<file path="config.mk">
export PLATFORM = sky130hd
export DESIGN_NAME = line_pixel_generator_top
export DESIGN_NICKNAME = d
export VERILOG_FILES = /design/src/hw/rtl/lpg_pkg.sv /design/src/hw/rtl/lpg_ctrl.sv /design/src/hw/rtl/lpg_datapath.sv /design/src/hw/rtl/line_pixel_generator_top.sv
export SDC_FILE = /design/constraint.sdc
export NUM_CORES = 1
export LEC_CHECK = 0
export BUFFER_PORTS_ARGS = -buffer_cell sky130_fd_sc_hd__buf_2
export CAP_MARGIN = 30
export CELL_PAD_IN_SITES_DETAIL_PLACEMENT = 1
export CELL_PAD_IN_SITES_GLOBAL_PLACEMENT = 1
export CORE_ASPECT_RATIO = 0.7
export CORE_MARGIN = 5
export CORE_UTILIZATION = 47
export DETAILED_ROUTE_END_ITERATION = 7
export PLACE_DENSITY_LB_ADDON = 0.2
export SYNTH_ARGS = -nofsm -noshare
export SYNTH_HDL_FRONTEND = slang
export SYNTH_SLANG_ARGS = --single-unit
</file>
<file path="constraint.sdc">
create_clock -name clock -period 12.9 [get_ports clock]
set_clock_uncertainty 0.15 [all_clocks]
set_input_delay 1.29 -clock clock [delete_from_list [all_inputs] [get_ports clock]]
set_output_delay 1.29 -clock clock [all_outputs]
set_load 0.02 [all_outputs]
</file>
<file path="src/hw/rtl/lpg_pkg.sv">
package lpg_pkg;

   // coordinate width of the screen (64x64 by default)
   localparam int COORD_BITS  = 6;
   localparam int COLOUR_BITS = 32;
   // error term width: covers -2*dmaj .. +2*dmin with margin
   localparam int ERR_BITS    = COORD_BITS + 3;

   typedef logic [COORD_BITS-1:0]  coord_type;
   typedef logic [COLOUR_BITS-1:0] colour_type;
   typedef logic [ERR_BITS-1:0]    err_type;

   // one line request
   typedef struct packed {
      coord_type  start_x;
      coord_type  start_y;
      coord_type  end_x;
      coord_type  end_y;
      colour_type line_colour;
   } req_type;

   // one pixel write
   typedef struct packed {
      coord_type  pixel_x;
      coord_type  pixel_y;
      colour_type pixel_colour;
      logic       last_pixel;
   } rsp_type;

   // controller to datapath
   typedef struct packed {
      logic load;    // capture the request
      logic setup;   // compute deltas and initial error
      logic emit;    // write one pixel into the output register, advance walk
   } cmd_type;

   // datapath to controller
   typedef struct packed {
      logic empty;     // zero major span, valid during setup
      logic at_last;   // current pixel is the final one
      logic out_free;  // output register can take a pixel this cycle
   } status_type;

endpackage

</file>
<file path="src/hw/rtl/lpg_ctrl.sv">
module lpg_ctrl (
   input  logic               clock,
   input  logic               reset,
   input  logic               req_valid,
   output logic               req_ready,
   input  lpg_pkg::status_type status,
   output lpg_pkg::cmd_type    cmd
);
   import lpg_pkg::*;

   typedef enum logic [1:0] {
      ST_IDLE,
      ST_SETUP,
      ST_WALK
   } state_type;

   state_type state_ff;
   state_type state_in;
   logic      ready_ff;
   logic      ready_in;

   // commands follow directly from state and handshakes
   always_comb begin
      cmd.load  = req_valid && ready_ff;
      cmd.setup = (state_ff == ST_SETUP);
      cmd.emit  = (state_ff == ST_WALK) && status.out_free;
   end

   assign req_ready = ready_ff;

   // next state
   always_comb begin
      state_in = state_ff;
      ready_in = ready_ff;
      unique case (state_ff)
         ST_IDLE: begin
            if (req_valid && ready_ff) begin
               state_in = ST_SETUP;
               ready_in = 1'b0;
            end
         end
         ST_SETUP: begin
            if (status.empty) begin
               state_in = ST_IDLE;
               ready_in = 1'b1;
            end else begin
               state_in = ST_WALK;
            end
         end
         ST_WALK: begin
            if (status.out_free && status.at_last) begin
               state_in = ST_IDLE;
               ready_in = 1'b1;
            end
         end
         default: begin
            state_in = ST_IDLE;
            ready_in = 1'b1;
         end
      endcase
   end

   // state and registered ready
   always_ff @(posedge clock) begin
      if (reset) begin
         state_ff <= ST_IDLE;
         ready_ff <= 1'b1;
      end else begin
         state_ff <= state_in;
         ready_ff <= ready_in;
      end
   end

endmodule

</file>
<file path="src/hw/rtl/lpg_datapath.sv">
module lpg_datapath (
   input  logic                clock,
   input  logic                reset,
   input  lpg_pkg::req_type    req_data,
   input  lpg_pkg::cmd_type    cmd,
   output lpg_pkg::status_type status,
   output logic                rsp_valid,
   input  logic                rsp_ready,
   output lpg_pkg::rsp_type    rsp_data
);
   import lpg_pkg::*;

   localparam int C = COORD_BITS;

   // captured request
   req_type    req_ff;

   // walk state
   coord_type  major_ff,    major_in;
   coord_type  maj_end_ff,  maj_end_in;
   coord_type  minor_ff,    minor_in;
   logic       neg_ff,      neg_in;
   logic       steep_ff,    steep_in;
   err_type    err_ff,      err_in;
   err_type    two_dmin_ff, two_dmin_in;
   err_type    two_diff_ff, two_diff_in;

   // output register
   rsp_type    rsp_ff,      rsp_in;
   logic       rsp_valid_ff, rsp_valid_in;

   // setup signals
   logic signed [C:0] dx, dy, dmin_s;
   coord_type         adx, ady, admin, dmaj;
   coord_type         maj0, min0, maj1, min1;
   coord_type         s_maj0, s_min0, s_maj1, s_min1;
   logic              steep, swap;
   logic              err_pos;
   logic [C:0]        major_next;

   // deltas, octant selection and endpoint ordering
   always_comb begin
      dx    = $signed({1'b0, req_ff.end_x}) - $signed({1'b0, req_ff.start_x});
      dy    = $signed({1'b0, req_ff.end_y}) - $signed({1'b0, req_ff.start_y});
      adx   = dx[C] ? C'(-dx) : C'(dx);
      ady   = dy[C] ? C'(-dy) : C'(dy);
      steep = ady > adx;
      if (steep) begin
         maj0 = req_ff.start_y; min0 = req_ff.start_x;
         maj1 = req_ff.end_y;   min1 = req_ff.end_x;
      end else begin
         maj0 = req_ff.start_x; min0 = req_ff.start_y;
         maj1 = req_ff.end_x;   min1 = req_ff.end_y;
      end
      swap = maj1 < maj0;
      if (swap) begin
         s_maj0 = maj1; s_min0 = min1; s_maj1 = maj0; s_min1 = min0;
      end else begin
         s_maj0 = maj0; s_min0 = min0; s_maj1 = maj1; s_min1 = min1;
      end
      dmaj   = s_maj1 - s_maj0;
      dmin_s = $signed({1'b0, s_min1}) - $signed({1'b0, s_min0});
      admin  = dmin_s[C] ? C'(-dmin_s) : C'(dmin_s);
   end

   // walk step and setup loading
   always_comb begin
      err_pos    = !err_ff[ERR_BITS-1] && (err_ff != '0);
      major_next = {1'b0, major_ff} + (C+1)'(1);

      major_in    = major_ff;
      maj_end_in  = maj_end_ff;
      minor_in    = minor_ff;
      neg_in      = neg_ff;
      steep_in    = steep_ff;
      err_in      = err_ff;
      two_dmin_in = two_dmin_ff;
      two_diff_in = two_diff_ff;

      if (cmd.setup) begin
         major_in    = s_maj0;
         maj_end_in  = s_maj1;
         minor_in    = s_min0;
         neg_in      = dmin_s[C];
         steep_in    = steep;
         two_dmin_in = {{(ERR_BITS-C-1){1'b0}}, admin, 1'b0};
         two_diff_in = {{(ERR_BITS-C-1){1'b0}}, admin, 1'b0}
                     - {{(ERR_BITS-C-1){1'b0}}, dmaj, 1'b0};
         err_in      = {{(ERR_BITS-C-1){1'b0}}, admin, 1'b0}
                     - {{(ERR_BITS-C){1'b0}}, dmaj};
      end else if (cmd.emit) begin
         major_in = major_next[C-1:0];
         if (err_pos) begin
            minor_in = neg_ff ? minor_ff - C'(1) : minor_ff + C'(1);
            err_in   = err_ff + two_diff_ff;
         end else begin
            err_in   = err_ff + two_dmin_ff;
         end
      end
   end

   // output register
   always_comb begin
      rsp_in       = rsp_ff;
      rsp_valid_in = rsp_valid_ff;
      if (rsp_ready) begin
         rsp_valid_in = 1'b0;
      end
      if (cmd.emit) begin
         rsp_in.pixel_x      = steep_ff ? minor_ff : major_ff;
         rsp_in.pixel_y      = steep_ff ? major_ff : minor_ff;
         rsp_in.pixel_colour = req_ff.line_colour;
         rsp_in.last_pixel   = status.at_last;
         rsp_valid_in        = 1'b1;
      end
   end

   // status back to the controller
   always_comb begin
      status.empty    = (s_maj0 == s_maj1);
      status.at_last  = (major_next == {1'b0, maj_end_ff});
      status.out_free = !rsp_valid_ff || rsp_ready;
   end

   assign rsp_valid = rsp_valid_ff;
   assign rsp_data  = rsp_ff;

   // payload registers
   always_ff @(posedge clock) begin
      if (cmd.load) begin
         req_ff <= req_data;
      end
      major_ff    <= major_in;
      maj_end_ff  <= maj_end_in;
      minor_ff    <= minor_in;
      neg_ff      <= neg_in;
      steep_ff    <= steep_in;
      err_ff      <= err_in;
      two_dmin_ff <= two_dmin_in;
      two_diff_ff <= two_diff_in;
      rsp_ff      <= rsp_in;
   end

   // output valid
   always_ff @(posedge clock) begin
      if (reset) begin
         rsp_valid_ff <= 1'b0;
      end else begin
         rsp_valid_ff <= rsp_valid_in;
      end
   end

endmodule

</file>
<file path="src/hw/rtl/line_pixel_generator_top.sv">
// the setup state comes between a request transfer and its first pixel
// throughput: one pixel per cycle while the output is taken; a line of major
//   span N gives N pixels (setup state, then one walk step per pixel)
// the next request is taken once the last pixel sits in the output register
// reset: synchronous, active high; clears controller state and output valid
module line_pixel_generator_top (
   input  logic             clock,
   input  logic             reset,
   input  logic             req_valid,
   output logic             req_ready,
   input  lpg_pkg::req_type req_data,
   output logic             rsp_valid,
   input  logic             rsp_ready,
   output lpg_pkg::rsp_type rsp_data
);
   import lpg_pkg::*;

   cmd_type    cmd;
   status_type status;

   lpg_ctrl u_ctrl (
      .clock     (clock),
      .reset     (reset),
      .req_valid (req_valid),
      .req_ready (req_ready),
      .status    (status),
      .cmd       (cmd)
   );

   lpg_datapath u_datapath (
      .clock     (clock),
      .reset     (reset),
      .req_data  (req_data),
      .cmd       (cmd),
      .status    (status),
      .rsp_valid (rsp_valid),
      .rsp_ready (rsp_ready),
      .rsp_data  (rsp_data)
   );

   // a request transfer is followed by setup, never by a pixel
   assert property (@(posedge clock) disable iff (reset)
      req_valid && req_ready |=> !cmd.emit)
      else $error("pixel emitted in the cycle after a request transfer");

   // pixels only go into a free output register
   assert property (@(posedge clock) disable iff (reset)
      cmd.emit |-> status.out_free)
      else $error("pixel emitted over a waiting result");

   // no new request while a line is still being walked
   assert property (@(posedge clock) disable iff (reset)
      !(req_ready && cmd.emit))
      else $error("request ready during walk");

   // the final pixel of a line reopens the request side
   assert property (@(posedge clock) disable iff (reset)
      cmd.emit && status.at_last |=> req_ready)
      else $error("request side not reopened after last pixel");

endmodule

</file>
==> run summary <==
• 814 — Post-Syn Nets
• sky130_fd_sc_hd__edfxtp_1 53%, sky130_fd_sc_hd__ha_1 8.3%, sky130_fd_sc_hd__xnor2_1 4.1%, sky130_fd_sc_hd__a21oi_1 2.9%, sky130_fd_sc_hd__nand2_1 2.7% — largest cells by area after synthesis
• 107 — count of boundary I/O pins
• register — type of origin of the critical path
• 147 — number of clock sinks
• 52.52% — top cell type's share of synthesized area
• 22240 um — total detailed-routing wirelength
• 53.50% — share of synthesized area occupied by flip-flops and latches
• 1049 — count of placed standard cells in the final layout, fillers left out
• 16590 um — total half-perimeter wirelength after legalization and detailed placement
• 0% — share of async-settable or async-resettable flops after synthesis
• 1016 — placed cell count
• 120.4 um — Die Ht
• 0 — Congestion Overflow GR
• 926 — Layout Nets
• compound AO/OA/AOI/OAI gates — crit-path leading delay family
• 35240 um — wire length of the first global-routing pass
• 47.77% — starting density of the core
• 993.4 ps — Least-Margin Pin Slew
• 21.20 um — drt wl/cell
• 61 — count of cell types in the netlist
• 17120 sq um — core area
• sky130_fd_sc_hd__clkbuf_16 — root buffer cell
• 5.676 — per-cell via count in the routed design
• 0 — final number of setup-violating endpoints
• 2 — Clock Path Buffers
• 147 — Synth Register Bits
• finished clean — run status
• 0 — Yosys warning total
• 0 — count of antenna-violating nets left after detailed routing
• 88.46 MHz — maximum clock frequency
• 40 — number of rows created at floorplan
• 87.64% — Tcrit/Tclk final
• 6345 — vias in the first global route
• 11310 ps — clock period minus worst slack
• 790 ps — worst stage delay on the critical path
• 1858 — count of fill cells added during filler insertion
• 106 — count of input and output buffers
• register — endpoint class of the critical path
• 9587 sq um — final instance area
• 8961 sq um — placed inst area
• 33.77% — headroom to the max-slew limit
• 467 — first-iteration detailed-routing DRC count
• 430 ps — clock insertion delay at the later pin of the skew report
• 693 — number of instances in the synthesized netlist
• sky130_fd_sc_hd__a31oi_4 — highest-delay cell along the critical path
• 0 — final max-slew violation count
• 0 — Maximum Capacitance Violations
• 0 — count of final hold-check violations
• 1 — initial antenna violation count
• 5954 — vias
• register to register — category of the critical setup timing path
• 17.25% — Layout Area Growth over Synthesis
• 22.35% — GRT Util Overall
• register to register — type of the most critical hold path
• 0 ps — Total Neg Setup Slack
• 0 — count of antenna diodes in the layout
• 11.80 sq um — Avg Inst Size Synth
• no — setup repair after global routing missed its margin
• 11330 ps — data arrival time at the worst-slack endpoint
• 20180 sq um — area of the die
• 6 — First-pass DRT Iterations
• 35 — peak fanout along the critical path
• sky130_fd_sc_hd__edfxtp_1 — Most used DFF post-synth
• 0 — quantity of gates resized following cts
• 17 — TritonCTS buffer count
• 8177 sq um — synthesized cell area
• 0 — number of DRC violations after detailed routing
• 167.6 um — die width
• sky130_fd_sc_hd__edfxtp_1 — biggest area consumer among synthesized cells
• 21.52% — layout cells sized above 1
• 0 — Post-CTS Setup Inserts
• 12920 ps — Critical Path RT
• 0.8895 — placer congestion estimate
• 143 — number of enable-type register cells in the synthesized netlist
• 4 — number of H-tree levels
• built — CTS tree
• 0 — cts-stage hold buffer count
• 5 — WP buf/inv
• 70 ps — clock transition at the registers of the reported paths
• 57 — largest net degree at the start of global routing
==> cell usage after synthesis, types with 14 or more instances <==
master,n
sky130_fd_sc_hd__a21oi_1,48
sky130_fd_sc_hd__ha_1,54
sky130_fd_sc_hd__a21o_1,19
sky130_fd_sc_hd__xor2_1,20
sky130_fd_sc_hd__mux2i_1,18
sky130_fd_sc_hd__o21ai_0,39
sky130_fd_sc_hd__xnor2_1,38
sky130_fd_sc_hd__clkbuf_1,14
sky130_fd_sc_hd__inv_1,49
sky130_fd_sc_hd__nor2_1,38
sky130_fd_sc_hd__mux2_2,17
sky130_fd_sc_hd__nand2_1,59
sky130_fd_sc_hd__edfxtp_1,143
==> cells by family after synthesis <==
group	share of synthesized area [%]
AO/OA/AOI/OAI	12.88
AND/OR/NAND/NOR	8.906
multiplexers	4.820
adder cells (fa/ha/maj)	10.37
flip-flops	53.50
XOR/XNOR	6.213
buffers and inverters	3.305
==> state kept, by name, summed over array words and instances, names as in the netlist, 2 cells and up <==
signal,cells
u_datapath.minor_ff,6
u_datapath.req_ff,56
u_datapath.maj_end_ff,6
u_datapath.two_diff_ff,7
u_datapath.major_ff,6
u_datapath.two_dmin_ff,6
u_datapath.err_ff,9
u_datapath.rsp_data,45
u_ctrl.state_ff,2
==> stage by stage <==
step	setup WS, ps	util [%]	hold WS (ps)
2_1_floorplan	3114	-	250.3
3_3_place_gp	2223	52.35	250.5
3_5_place_dp	1862	52.35	255.6
4_1_cts	1770	55.89	268.6
5_1_grt	800.4	56.01	276.2
6_report	1595	56.01	257.7
==> layout make-up <==
cell class	count	area [sq um]	share of cell area, %
inverters	50	187.7	1.958
repair buffers	112	588.1	6.134
clock buffers	17	425.4	4.437
clock inverters	15	180.2	1.879
multi-input cells	477	3542	36.95
well taps	231	289.0	3.015
flip-flops and latches	147	4374	45.63
==> per-layer routing <==
metal | global-route usage, % | vias to the layer above | wire [um]
li1 | - | 2758 | -
met1 | 31.88 | 2994 | 10550
met2 | 34.82 | 166 | 10240
met3 | 5.392 | 34 | 1121
met4 | 5.170 | 2 | 308
met5 | 0 | - | 13
==> final timing paths <==
kind,cells past startpoint,to,start,slack (ps)
setup / recovery,44,u_datapath.err_ff[6],u_datapath.req_ff[32],1590
hold / removal,0,u_datapath.rsp_data[12],u_datapath.req_ff[11],260
setup reg to reg,44,u_datapath.err_ff[6],u_datapath.req_ff[32],1590
hold reg to reg,0,u_datapath.rsp_data[12],u_datapath.req_ff[11],260
==> worst reg2reg max path, delay by kind of cell, from the launching register on <==
kind	cells	cell delay, ps
fa+ha+maj	8	2480
mux	2	690
xor+xnor	1	170
buf+inv	5	840
flops	1	420
simple gates	7	1170
compound gates	21	5100
==> layout by cell type (no fill, tap or decap), drive strengths merged, types with 3 or more instances in the layout <==
cell type	count
a211oi	7
a21o	19
a21oi	49
a31oi	11
and2	3
buf	112
clkbuf	17
clkinv	8
dfxtp	4
edfxtp	143
fa	7
ha	54
inv	56
maj3	3
mux2	17
mux2i	18
nand2	59
nand2b	12
nand3	11
nor2	38
nor2b	11
nor3	7
o211ai	8
o21a	4
o21ai	40
o21bai	8
o31ai	5
xnor2	38
xor2	20
Power is left out: the tool's default activity adds up to more than one toggle a clock period on the data nets, which glitch-free logic cannot reach.
